==> config.mk <==
export PLATFORM = sky130hd
export DESIGN_NAME = i2c_clock_divider_search_unit
export DESIGN_NICKNAME = d
export VERILOG_FILES = /design/src/rtl/core/i2cdiv_pkg.sv /design/src/rtl/core/i2cdiv_sequencer.sv /design/src/rtl/core/i2cdiv_datapath.sv /design/src/rtl/core/i2c_clock_divider_search_unit.sv
export SDC_FILE = /design/constraint.sdc
export NUM_CORES = 1
export LEC_CHECK = 0
export ABC_AREA = 1
export BUFFER_PORTS_ARGS = -buffer_cell sky130_fd_sc_hd__buf_2
export CORE_MARGIN = 2
export CORE_UTILIZATION = 55
export DETAILED_ROUTE_END_ITERATION = 7
export GPL_ROUTABILITY_DRIVEN = 0
export MAX_ROUTING_LAYER = met4
export PLACE_DENSITY = 0.8
export SLEW_MARGIN = 10
export SYNTH_ARGS = -nofsm -noshare
export SYNTH_HDL_FRONTEND = slang
export SYNTH_HIERARCHICAL = 1
export SYNTH_SLANG_ARGS = --single-unit
==> constraint.sdc <==
create_clock -name clk -period 5 [get_ports clk]
set_input_delay 0.75 -clock clk [delete_from_list [all_inputs] [get_ports clk]]
set_output_delay 0.75 -clock clk [all_outputs]
set_load 0.1 [all_outputs]
==> src/rtl/core/i2cdiv_pkg.sv <==
`default_nettype none

package i2cdiv_pkg;

    localparam int unsigned CLK_W     = 30;
    localparam int unsigned RATE_W    = 26;
    localparam int unsigned DIVISOR_W = 15;
    localparam int unsigned CNT_W     = 5;
    localparam int unsigned PC_W      = 3;

    localparam logic [CLK_W-1:0] CLK_RESET  = 30'd100000000;
    localparam logic [CNT_W-1:0] DIV_LAST   = 5'd29;
    localparam logic [3:0]       DEFAULT_M  = 4'd5;
    localparam logic [2:0]       DEFAULT_N  = 3'd0;

    typedef enum logic [2:0] {
        OP_NOP  = 3'd0,
        OP_LOAD = 3'd1,
        OP_DIV  = 3'd2,
        OP_CMP  = 3'd3,
        OP_STEP = 3'd4,
        OP_EMIT = 3'd5
    } op_t;

    typedef enum logic [2:0] {
        COND_NEXT       = 3'd0,
        COND_IDLE       = 3'd1,
        COND_DIV_MORE   = 3'd2,
        COND_MORE_CANDS = 3'd3,
        COND_ALWAYS     = 3'd4
    } cond_t;

    localparam logic [PC_W-1:0] STEP_IDLE = 3'd0;
    localparam logic [PC_W-1:0] STEP_DIV  = 3'd1;
    localparam logic [PC_W-1:0] STEP_CMP  = 3'd2;
    localparam logic [PC_W-1:0] STEP_NEXT = 3'd3;
    localparam logic [PC_W-1:0] STEP_EMIT = 3'd4;

    typedef struct packed {
        op_t             op;
        cond_t           cond;
        logic [PC_W-1:0] target;
    } uword_t;

    typedef struct packed {
        op_t op;
    } ctrl_t;

    typedef struct packed {
        logic div_more;
        logic more_cands;
    } status_t;

    // microprogram
    function automatic uword_t rom_f(input logic [PC_W-1:0] pc);
        uword_t w;
        w = '{op: OP_NOP, cond: COND_ALWAYS, target: STEP_IDLE};
        unique case (pc)
            STEP_IDLE: w = '{op: OP_LOAD, cond: COND_IDLE,       target: STEP_IDLE};
            STEP_DIV:  w = '{op: OP_DIV,  cond: COND_DIV_MORE,   target: STEP_DIV};
            STEP_CMP:  w = '{op: OP_CMP,  cond: COND_NEXT,       target: STEP_IDLE};
            STEP_NEXT: w = '{op: OP_STEP, cond: COND_MORE_CANDS, target: STEP_DIV};
            STEP_EMIT: w = '{op: OP_EMIT, cond: COND_ALWAYS,     target: STEP_IDLE};
            default:   w = '{op: OP_NOP,  cond: COND_ALWAYS,     target: STEP_IDLE};
        endcase
        return w;
    endfunction

    // 10 * (m + 1) * 2^n
    function automatic logic [DIVISOR_W-1:0] divisor_f(input logic [3:0] m,
                                                       input logic [2:0] n);
        logic [4:0]           mp1;
        logic [7:0]           base;
        logic [DIVISOR_W-1:0] wide;
        mp1  = {1'b0, m} + 5'd1;
        base = ({3'b000, mp1} << 3) + ({3'b000, mp1} << 1);
        wide = {7'b0000000, base};
        return wide << n;
    endfunction

endpackage

`default_nettype wire

==> src/rtl/core/i2cdiv_sequencer.sv <==
`default_nettype none

module i2cdiv_sequencer
    import i2cdiv_pkg::*;
(
    input  wire logic    clk,
    input  wire logic    rst_n,
    input  wire logic    start,
    input  wire status_t status,
    output ctrl_t        ctrl,
    output logic         busy
);

    logic [PC_W-1:0] pc_reg;
    logic [PC_W-1:0] pc_next;
    uword_t          uw;
    logic            take;

    always_comb
    begin
        uw = rom_f(pc_reg);
        unique case (uw.cond)
            COND_NEXT:       take = 1'b0;
            COND_IDLE:       take = !start;
            COND_DIV_MORE:   take = status.div_more;
            COND_MORE_CANDS: take = status.more_cands;
            COND_ALWAYS:     take = 1'b1;
            default:         take = 1'b1;
        endcase
        pc_next = take ? uw.target : pc_reg + 3'd1;
        ctrl.op = (uw.op == OP_LOAD && !start) ? OP_NOP : uw.op;
    end

    assign busy = (pc_reg != STEP_IDLE);

    always_ff @(posedge clk or negedge rst_n)
    begin
        if (!rst_n)
        begin
            pc_reg <= STEP_IDLE;
        end
        else
        begin
            pc_reg <= pc_next;
        end
    end

    // a word leaves the divider loop only into the compare step
    a_div_exit: assert property (@(posedge clk) disable iff (!rst_n)
        (pc_reg == STEP_DIV && !status.div_more) |=> (pc_reg == STEP_CMP))
        else $error("divider loop exit went astray");

endmodule

`default_nettype wire

==> src/rtl/core/i2cdiv_datapath.sv <==
`default_nettype none

module i2cdiv_datapath
    import i2cdiv_pkg::*;
#(
    parameter int unsigned M_MAX = 15,
    parameter int unsigned N_MAX = 7
)
(
    input  wire logic              clk,
    input  wire logic              rst_n,
    input  wire ctrl_t             ctrl,
    input  wire logic              cfg_wr_en,
    input  wire logic [CLK_W-1:0]  cfg_wr_data,
    input  wire logic [RATE_W-1:0] target_rate,
    output status_t                status,
    output logic [6:0]             divider_word,
    output logic                   found,
    output logic                   done
);

    localparam logic [3:0] M_LAST = 4'(M_MAX);
    localparam logic [2:0] N_LAST = 3'(N_MAX);

    logic [CLK_W-1:0]     clk_hz_reg;
    logic [RATE_W-1:0]    target_reg;
    logic [3:0]           m_reg;
    logic [2:0]           n_reg;
    logic [DIVISOR_W-1:0] divisor_reg;
    logic [DIVISOR_W-1:0] rem_reg;
    logic [CLK_W-1:0]     quo_reg;
    logic [CNT_W-1:0]     cnt_reg;
    logic [RATE_W-1:0]    best_gap_reg;
    logic [3:0]           win_m_reg;
    logic [2:0]           win_n_reg;
    logic                 have_reg;
    logic                 exact_reg;
    logic [6:0]           word_reg;
    logic                 found_reg;
    logic                 done_reg;

    logic [DIVISOR_W:0]   rem_shift;
    logic                 sub_ok;
    logic [DIVISOR_W:0]   rem_diff;
    logic [CLK_W-1:0]     target_ext;
    logic                 qualify;
    logic [RATE_W-1:0]    gap;
    logic                 better;
    logic                 last_pair;
    logic [3:0]           m_adv;
    logic [2:0]           n_adv;

    always_comb
    begin
        rem_shift  = {rem_reg, quo_reg[CLK_W-1]};
        rem_diff   = rem_shift - {1'b0, divisor_reg};
        sub_ok     = (rem_shift >= {1'b0, divisor_reg});
        target_ext = {{(CLK_W-RATE_W){1'b0}}, target_reg};
        qualify    = (target_ext >= quo_reg);
        gap        = target_reg - quo_reg[RATE_W-1:0];
        better     = qualify && (!have_reg || gap < best_gap_reg);
        last_pair  = (m_reg == M_LAST) && (n_reg == N_LAST);
        if (m_reg == M_LAST)
        begin
            m_adv = 4'd0;
            n_adv = n_reg + 3'd1;
        end
        else
        begin
            m_adv = m_reg + 4'd1;
            n_adv = n_reg;
        end
        status.div_more   = (cnt_reg != DIV_LAST);
        status.more_cands = !(exact_reg || last_pair);
    end

    // config register
    always_ff @(posedge clk or negedge rst_n)
    begin
        if (!rst_n)
        begin
            clk_hz_reg <= CLK_RESET;
        end
        else if (cfg_wr_en)
        begin
            clk_hz_reg <= cfg_wr_data;
        end
    end

    // control state
    always_ff @(posedge clk or negedge rst_n)
    begin
        if (!rst_n)
        begin
            have_reg  <= 1'b0;
            exact_reg <= 1'b0;
            done_reg  <= 1'b0;
        end
        else
        begin
            done_reg <= (ctrl.op == OP_EMIT);
            if (ctrl.op == OP_LOAD)
            begin
                have_reg  <= 1'b0;
                exact_reg <= 1'b0;
            end
            else if (ctrl.op == OP_CMP && better)
            begin
                have_reg  <= 1'b1;
                exact_reg <= (gap == '0);
            end
        end
    end

    // datapath payload
    always_ff @(posedge clk)
    begin
        unique case (ctrl.op)
            OP_LOAD:
            begin
                target_reg  <= target_rate;
                m_reg       <= 4'd0;
                n_reg       <= 3'd0;
                divisor_reg <= divisor_f(4'd0, 3'd0);
                rem_reg     <= '0;
                quo_reg     <= clk_hz_reg;
                cnt_reg     <= '0;
                win_m_reg   <= DEFAULT_M;
                win_n_reg   <= DEFAULT_N;
            end
            OP_DIV:
            begin
                rem_reg <= sub_ok ? rem_diff[DIVISOR_W-1:0] : rem_shift[DIVISOR_W-1:0];
                quo_reg <= {quo_reg[CLK_W-2:0], sub_ok};
                cnt_reg <= cnt_reg + 5'd1;
            end
            OP_CMP:
            begin
                if (better)
                begin
                    best_gap_reg <= gap;
                    win_m_reg    <= m_reg;
                    win_n_reg    <= n_reg;
                end
            end
            OP_STEP:
            begin
                m_reg       <= m_adv;
                n_reg       <= n_adv;
                divisor_reg <= divisor_f(m_adv, n_adv);
                rem_reg     <= '0;
                quo_reg     <= clk_hz_reg;
                cnt_reg     <= '0;
            end
            OP_EMIT:
            begin
                word_reg  <= {win_m_reg, win_n_reg};
                found_reg <= have_reg;
            end
            default:
            begin
            end
        endcase
    end

    assign divider_word = word_reg;
    assign found        = found_reg;
    assign done         = done_reg;

    a_exact_has: assert property (@(posedge clk) disable iff (!rst_n)
        exact_reg |-> have_reg)
        else $error("exact match without a winner");

    a_emit_found: assert property (@(posedge clk) disable iff (!rst_n)
        (ctrl.op == OP_EMIT) |=> (done_reg && found_reg == $past(have_reg)))
        else $error("found flag does not follow the search");

endmodule

`default_nettype wire

==> src/rtl/core/i2c_clock_divider_search_unit.sv <==
`default_nettype none
// done rises once the search started by a taken start has tried k pairs, k from 1 to 128
// each pair runs the 30-bit bit-serial divider plus one compare and one step
// a new word is taken only while idle; start is taken again in the done cycle
// done is a one-cycle strobe and the receiver cannot stall it
// reset: sequencer goes idle, source clock register returns to 100 MHz

module i2c_clock_divider_search_unit
    import i2cdiv_pkg::*;
#(
    parameter int unsigned M_MAX = 15,
    parameter int unsigned N_MAX = 7
)
(
    input  wire logic              clk,
    input  wire logic              rst_n,
    input  wire logic              cfg_wr_en,
    input  wire logic [CLK_W-1:0]  cfg_wr_data,
    input  wire logic              start,
    input  wire logic [RATE_W-1:0] target_rate,
    output logic                   busy,
    output logic                   done,
    output logic [6:0]             divider_word,
    output logic                   found
);

    ctrl_t   ctrl;
    status_t status;

    i2cdiv_sequencer u_seq (
        .clk    (clk),
        .rst_n  (rst_n),
        .start  (start),
        .status (status),
        .ctrl   (ctrl),
        .busy   (busy)
    );

    i2cdiv_datapath #(
        .M_MAX (M_MAX),
        .N_MAX (N_MAX)
    ) u_dp (
        .clk          (clk),
        .rst_n        (rst_n),
        .ctrl         (ctrl),
        .cfg_wr_en    (cfg_wr_en),
        .cfg_wr_data  (cfg_wr_data),
        .target_rate  (target_rate),
        .status       (status),
        .divider_word (divider_word),
        .found        (found),
        .done         (done)
    );

    a_take_busy: assert property (@(posedge clk) disable iff (!rst_n)
        (start && !busy) |=> busy)
        else $error("word taken but unit not busy");

    a_done_idle: assert property (@(posedge clk) disable iff (!rst_n)
        done |-> (!busy && !$past(done)))
        else $error("result strobe while busy or repeated");

endmodule

`default_nettype wire

==> summary.txt, run 1 <==
Yosys
  • Top cell type's share of synthesized area: approximately 40%
  • Most common cell in the netlist: nand2_1
  • Top FF cell, synth: edfxtp_1
  • Syn Nets: about 1.4k
  • Ys Warns: 6
  • Area leader, netlist: edfxtp_1
  • Post-synth ARST share: 20.7%
  • Top post-synthesis cells by count: 305 x nand2_1, 224 x inv_1, 138 x edfxtp_1
  • Post-Syn Area: just over 0.01 sq mm
  • Post-synth EDFFs: between 100 and 150
  • Avg Cell Area, Syn: between 8 and 9 sq um
  • Gate Count Post-Synth: around 1.2k
  • Seq/Total Area, Yosys: between 40% and 50%
  • Yosys cell types: roughly 40
  • Number of synthesized register bits: around 170
  • Top cells by area, synth: edfxtp_1 40%, nand2_1 11%, ha_1 9.9%, inv_1 8.1%, dfrtp_1 5.8%

Critical path
  • CP Class: reg -> reg
  • Reg2reg start: u_dp/quo_reg[12]
  • CP startpoint: u_dp/quo_reg[12]
  • Worst Path Buf+Inv: 3
  • Top delay family on crit path: simple AND/OR/NAND/NOR gates
  • CP max stage cell: inv_1
  • Setup crit end kind: flop
  • Worst EP required: a little over 5 ns
  • CP Max Fanout: 26
  • Crit path cell chain: inv_1 > ha_1 > nand2_1 > inv_1 > nand2_1 > nand2_1 > a21oi_1 > nand2_1 > nand2_1 > nand2_1 > nand2_1 > nand2_1 > nand2_1 > nand2_1 > ha_1 > a21oi_1 > o21ai_0 > a21oi_1 > nand3_1 > nand2_1 > nand3_1 > inv_1
  • CP startpoint kind: flop
  • CP Data Arrival Time: around 4.0 ns
  • Worst path max stage delay: 0.74 ns
  • Top cell by count, worst path: nand2_1

Floorplan
  • Std-Cell Core Area: roughly 0.019 sq mm
  • Initial Utilization: between 50% and 60%
  • Die height: about 140 microns
  • DIE AREA: roughly 0.02 sq mm
  • Chip Width: 141 microns
  • # IOs: 70
  • Row cnt: 50

Detailed routing
  • Starting DRT DRC Count: 705
  • Total wire length: between 20 and 25 mm
  • Routed Antenna Nets: 0
  • Via count: approximately 8.2k
  • Remaining routing DRC violations: 0
  • Avg WL per Cell: around 15 microns
  • Drt pass-1 iters: 5
  • DR vias/cell: between 5 and 6

GRT
  • Initial antenna violation count: 1
  • GR Overflow Total: 0
  • First-pass GRT wire length: roughly 37 mm
  • Vias in the first global route: roughly 8k
  • Largest net degree at the start of global routing: 74
  • Overall Global Routing Usage: 24.2%

Run
  • Max Cap Viol: 0

Timing
  • Minimum clock period: just under 4 ns
  • Slew HR: a little over a third
  • Tcrit/Tclk final: 78.8%
  • # setup viols final: 0
  • Hold WS: around 0.42 ns
  • Final Hold Fails: 0
  • Worst Skew: between 0.007 and 0.008 ns
  • Setup TNS: 0 ns
  • RSZ-0062 raised after global routing: false
  • Worst Tran Pin Value: 0.961 ns
  • Fin. max-slew vios: 0
  • Peak Freq: approximately 250 MHz

Clock network
  • Root buffer cell: clkbuf_16
  • Hold_buf cts: 0
  • Setup Buffers After CTS: 0
  • Clock latency on the worst-skew pair: between 0.4 and 0.5 ns
  • Clock Sinks: 174
  • Clock buffer depth: 2
  • CTS tree: yes
  • CTS clk-pin slew, worst paths: about 0.07 ns
  • Post-CTS sizing: 0
  • CTS H-tree lvls: 4
  • TritonCTS buffer count: 17

Cells and area
  • Multi-input gate area: 0.00439 sq mm
  • Fin nets: 1434
  • Synth-to-Final Area Change: 11.5%
  • Share of cells above drive strength 1: 11.1%
  • Design Area, Final: 0.0115 sq mm
  • Register area: approximately 0.0051 sq mm
  • Fill cell count: between 1.5k and 2k

Placement
  • Post-DP HPWL: approximately 17 mm
  • PortBufs: 69
  • Placed cell areas: 0.0110 sq mm

Worst hold path
  • HP Class: reg -> reg
  • Hold Path Origin: u_dp/win_m_reg[2]

Outcome
  • Outcome: finished, final reports clean
-- worst reg2reg max path, stage by stage, from the launching register on --
cell and delay (ns):
edfxtp_1 0.36, inv_1 0.05, ha_1 0.36, nand2_1 0.16, inv_1 0.06, nand2_1 0.06
nand2_1 0.04, a21oi_1 0.16, nand2_1 0.13, nand2_1 0.10, nand2_1 0.07, nand2_1 0.08
nand2_1 0.05, nand2_1 0.05, nand2_1 0.10, ha_1 0.32, a21oi_1 0.15, o21ai_0 0.10
a21oi_1 0.16, nand3_1 0.09, nand2_1 0.06, nand3_1 0.10, inv_1 0.74
-- cells in the final DEF, fill, tap and decap left out, types with 2 or more instances in the layout --
cell type	n
nand2_1	305
buf_2	69
nand3b_1	6
xor2_1	10
nand3_1	57
edfxtp_1	138
xnor2_1	10
nand4_1	7
a21oi_2	3
o211ai_1	3
o21ai_0	84
inv_6	4
o21a_1	3
nand3_2	4
dfstp_2	12
clkinv_2	5
o21ai_2	3
nor4_1	4
dfrtp_1	24
o21ai_1	15
o22ai_1	3
or2_2	3
a21oi_1	66
nand2_2	6
nor3_1	11
buf_4	4
inv_2	2
o21bai_1	3
inv_1	224
nor3_2	3
clkbuf_16	17
bufinv_16	2
fa_1	2
ha_1	82
a21o_1	5
nor2_1	91
-- logic make-up (layout without fill, tap and decap cells) --
| family | after synthesis | in the layout | synth area share [%] |
|---|---|---|---|
| other | 0 | 1 | 0 |
| AOI/OAI and AO/OA | 193 | 193 | 10.0 |
| buffers and inverters | 245 | 332 | 8.99 |
| and+or+nand+nor | 500 | 500 | 20.2 |
| DFF | 174 | 174 | 48.8 |
| adders and majority gates | 84 | 84 | 10.3 |
| xor gates and xnor gates | 20 | 20 | 1.69 |
-- final cells by class --
cell class,count,area share (%)
well taps,234,2.53
inverters,227,7.38
flip-flops and latches,174,43.8
repair buffers,73,3.25
clock inverters,13,1.18
diodes,1,0.0217
multi-input cells,797,38.0
clock buffers,19,3.83
-- path summary, 6_finish.rpt --
kind	to	slack [ns]	depth (start not counted)
setup / recovery	u_dp/best_gap_reg[12]	1.06	22
hold / removal	u_dp/divider_word[5]	0.42	0
setup reg to reg	u_dp/best_gap_reg[12]	1.06	22
hold reg to reg	u_dp/divider_word[5]	0.42	0
max in group asynchronous	u_dp/exact_reg	4.02	1
min in group asynchronous	u_dp/clk_hz_reg[6]	0.43	1
-- routing by layer --
| layer | vias to the layer above | routed length [microns] | GRT usage (%) | share of wire, % |
|---|---|---|---|---|
| li1 | 4113 | - | - | - |
| met1 | 3779 | 9850 | 30.1 | 44 |
| met2 | 234 | 10800 | 40.1 | 48 |
| met3 | 39 | 1230 | 4.21 | 5.5 |
| met4 | 0 | 523 | 8.89 | 2.3 |
| met5 | - | 0 | - | 0 |
-- metrics by stage --
stage	util, %	std cells	worst slack (ns)
final	62.2	1538	1.06
after global routing	62.2	1538	0.664
after CTS	62.1	1537	1.04
after detailed placement	59.0	1505	1.07
after global placement	59.0	1505	1.24
after floorplan	-	1216	0.737
Power of run 1 is left out: the tool's default activity adds up to more than one toggle a clock period on the data nets, which glitch-free logic cannot reach.
==> run 2: changes to the inputs <==
- ABC_AREA: 1 -> 0
- clock period: 5 -> 3.51 ns (I/O delays scaled with it)
==> run 2 against run 1 <==
Compared with the run above: the flow now finishes with violations (setup timing); worst setup slack worse by 1.8 ns; hold slack got worse by 0.22 ns; synthesized cell count fell by 22%; global-route usage up 1.8 points; clock skew up 0.0043 ns; fmax down 6.3%; final area increased by 12%.
==> summary.txt, run 2 <==
Yosys
  • Seq/Total Area, Yosys: 49.6% (was 48.8%)
  • Top cells by area, synth: edfxtp_1 41%, ha_1 10%, dfrtp_1 5.9%, inv_1 3.4%, mux2_2 3.3% (was edfxtp_1 40%, nand2_1 11%, ha_1 9.9%, inv_1 8.1%, dfrtp_1 5.8%)
  • Post-synth EDFFs: 138 (unchanged)
  • Top post-synthesis cells by count: 138 x edfxtp_1, 93 x inv_1, 88 x nand2_1 (was 305 x nand2_1, 224 x inv_1, 138 x edfxtp_1)
  • Top FF cell, synth: edfxtp_1 (unchanged)
  • Post-synth ARST share: 20.7% (unchanged)
  • Top cell type's share of synthesized area: 40.6% (was 40.0%)
  • Avg Cell Area, Syn: 10.7 sq um (was 8.52 sq um)
  • Yosys cell types: 78 (was 41)
  • Syn Nets: 1098 (was 1360)
  • Most common cell in the netlist: edfxtp_1 (was nand2_1)
  • Area leader, netlist: edfxtp_1 (unchanged)
  • Ys Warns: 6 (unchanged)
  • Number of synthesized register bits: 174 (unchanged)
  • Gate Count Post-Synth: 954 (was 1216)
  • Post-Syn Area: 0.0102 sq mm (was 0.0104 sq mm)

Timing
  • Final Hold Fails: 0 (unchanged)
  • Min setup slack post-route: -0.694 ns (was 1.06 ns)
  • # setup viols final: 35 (was 0)
  • Setup TNS: -23.17 ns (was 0 ns)
  • Minimum clock period: 4.20 ns (was 3.94 ns)
  • Peak Freq: 238 MHz (was 254 MHz)
  • Tcrit/Tclk final: 120% (was 78.8%)
  • Slew HR: 42.8% (was 35.9%)
  • Fin. max-slew vios: 0 (unchanged)
  • Worst Tran Pin Value: 0.858 ns (was 0.961 ns)
  • RSZ-0062 raised after global routing: true (was false)
  • Worst Skew: 0.0116 ns (was 0.00727 ns)

Detailed routing
  • Remaining routing DRC violations: 0 (unchanged)
  • Via count: 8442 (was 8165)
  • Starting DRT DRC Count: 699 (was 705)
  • Routed Antenna Nets: 0 (unchanged)
  • Avg WL per Cell: 18.2 microns (was 14.6 microns)
  • Drt pass-1 iters: 6 (was 5)
  • Total wire length: 25.8 mm (was 22.4 mm)
  • DR vias/cell: 5.95 (was 5.31)

Clock network
  • CTS clk-pin slew, worst paths: 0.07 ns (about the same)
  • TritonCTS buffer count: 17 (unchanged)
  • CTS tree: yes (unchanged)
  • Clock Sinks: 174 (unchanged)
  • Root buffer cell: clkbuf_16 (unchanged)
  • CTS H-tree lvls: 4 (unchanged)
  • Clock buffer depth: 2 (unchanged)
  • Clock latency on the worst-skew pair: 0.42 ns (was 0.44 ns)

Floorplan
  • Chip Width: 140 microns (was 141 microns)
  • Initial Utilization: 56.4% (was 55.8%)
  • Row cnt: 49 (was 50)
  • Die height: 140 microns (was 141 microns)
  • # IOs: 70 (unchanged)
  • DIE AREA: 0.0196 sq mm (was 0.0200 sq mm)
  • Std-Cell Core Area: 0.0181 sq mm (was 0.0186 sq mm)

Cells and area
  • Synth-to-Final Area Change: 27.4% (was 11.5%)
  • Post-Route Utilization: 71.8% (was 62.2%)
  • Share of cells above drive strength 1: 31.9% (was 11.1%)
  • Commonest non-fill, non-tap cells in the layout: 157 x buf_4, 138 x edfxtp_1, 87 x nand2_1, 87 x inv_1, 76 x ha_1 (was 305 x nand2_1, 224 x inv_1, 138 x edfxtp_1)
  • Commonest non-fill, non-tap cell in the layout: buf_4 (was nand2_1)
  • Fin nets: 1320 (was 1434)
  • # diodes: 0 (was 1)

Placement
  • PortBufs: 69 (unchanged)
  • Post-DP HPWL: 17.0 mm (was 16.8 mm)

Critical path
  • CP Max Fanout: 14 (was 26)
  • CP Data Arrival Time: 4.33 ns (was 4.00 ns)
  • CP startpoint kind: flop (unchanged)
  • Worst EP required: 3.64 ns (was 5.06 ns)
  • CP startpoint: u_dp/target_reg[10] (was u_dp/quo_reg[12])
  • FF-to-FF path depth: 18 (was 22)
  • Reg2reg start: u_dp/target_reg[10] (was u_dp/quo_reg[12])
  • CP Class: reg -> reg (unchanged)
  • Setup crit end kind: flop (unchanged)

GRT
  • First-pass GRT wire length: 39.7 mm (was 37.1 mm)
  • Overall Global Routing Usage: 26.1% (was 24.2%)
  • Vias in the first global route: 8339 (was 8027)
  • GR Overflow Total: 0 (unchanged)
  • Initial antenna violation count: 0 (was 1)
  • Largest net degree at the start of global routing: 51 (was 74)

Run
  • Max Cap Viol: 0 (unchanged)

Worst hold path
  • HP Class: in -> async (was reg -> reg)

Outcome
  • Outcome: finished, violations left (was finished, final reports clean)
  • Failing checks: setup timing
[run 2: cell count changes in the layout (fill, tap and decap cells not counted), sizes merged, moves of 25 or more]
| cell | previous run | this run |
|---|---|---|
| o21ai | 103 | 57 |
| mux2 | 0 | 30 |
| buf | 73 | 233 |
| nor2 | 92 | 67 |
| nand2 | 312 | 88 |
| inv | 230 | 101 |
| nand3 | 61 | 17 |
[run 2: metal layers]
layer	GRT usage, %	part of all wire (%)	up-vias
li1	-	-	3938
met1	31.7	41	4025
met2	43.8	49	383
met3	4.58	5.9	96
met4	9.68	3.7	0
met5	-	0	-
[run 2: area by class of cell]
type	instances	area, sq um
fill	1136	5090
timing repair buffer	234	1690
clock inverter	12	141
inverter	94	359
clock buffer	20	468
multi-input combinational	655	4990
sequential	174	5060
tap	229	287
[run 2: critical path, cell delays in order, from the launching register on]
cell,delay (ns)
edfxtp_1,0.45
ha_4,0.31
buf_4,0.14
and3_4,0.21
nand3_1,0.11
buf_4,0.16
o211ai_1,0.31
a21oi_2,0.12
xnor2_1,0.29
ha_1,0.32
o21ai_0,0.10
o21bai_1,0.12
a211oi_2,0.31
o21ai_2,0.12
a21oi_2,0.14
a21oi_2,0.08
a211oi_4,0.27
buf_6,0.19
buf_12,0.15
[run 2: path summary, 6_finish.rpt]
| kind | slack, ns | end |
|---|---|---|
| max in group asynchronous | 2.75 | u_seq/pc_reg[2] |
| max reg2reg | -0.69 | u_dp/best_gap_reg[2] |
| min in group clk | 0.27 | u_dp/target_reg[4] |
| min reg2reg | 0.42 | u_dp/divider_word[5] |
| max | -0.69 | u_dp/best_gap_reg[2] |
| min | 0.20 | u_dp/clk_hz_reg[2] |
[run 2: kinds of logic (layout without fill, tap and decap cells)]
| logic type | after synthesis | in the layout | share of synthesized area, % |
|---|---|---|---|
| adders and majority gates | 85 | 85 | 10.6 |
| muxes | 47 | 47 | 4.98 |
| AOI/OAI and AO/OA | 221 | 221 | 14.4 |
| buffers and inverters | 125 | 360 | 4.96 |
| xor gates and xnor gates | 33 | 33 | 2.83 |
| DFF | 174 | 174 | 49.6 |
| and+or+nand+nor | 269 | 269 | 12.6 |
[run 2: timing repair]
item | 4_1_cts | 5_1_grt
endpoints found under the setup margin | 35 | 39
gates resized for setup | 16 | 43
pin swaps | 8 | 31
gates cloned | 1 | 1
hold buffers | 0 | 0
buffers inserted | 7 | 10
[run 2: stage by stage]
step	area [sq um]	std cells	worst slack [ns]	hold slack (ns)
final	13000	1418	-0.694	0.204
after global routing	13000	1418	-0.801	0.245
after floorplan	10300	954	-0.889	0.231
after global placement	11900	1367	-0.475	0.412
after detailed placement	11900	1367	-0.638	0.405
after CTS	12700	1407	-0.503	0.199
Power of run 2 is left out for the same reason.
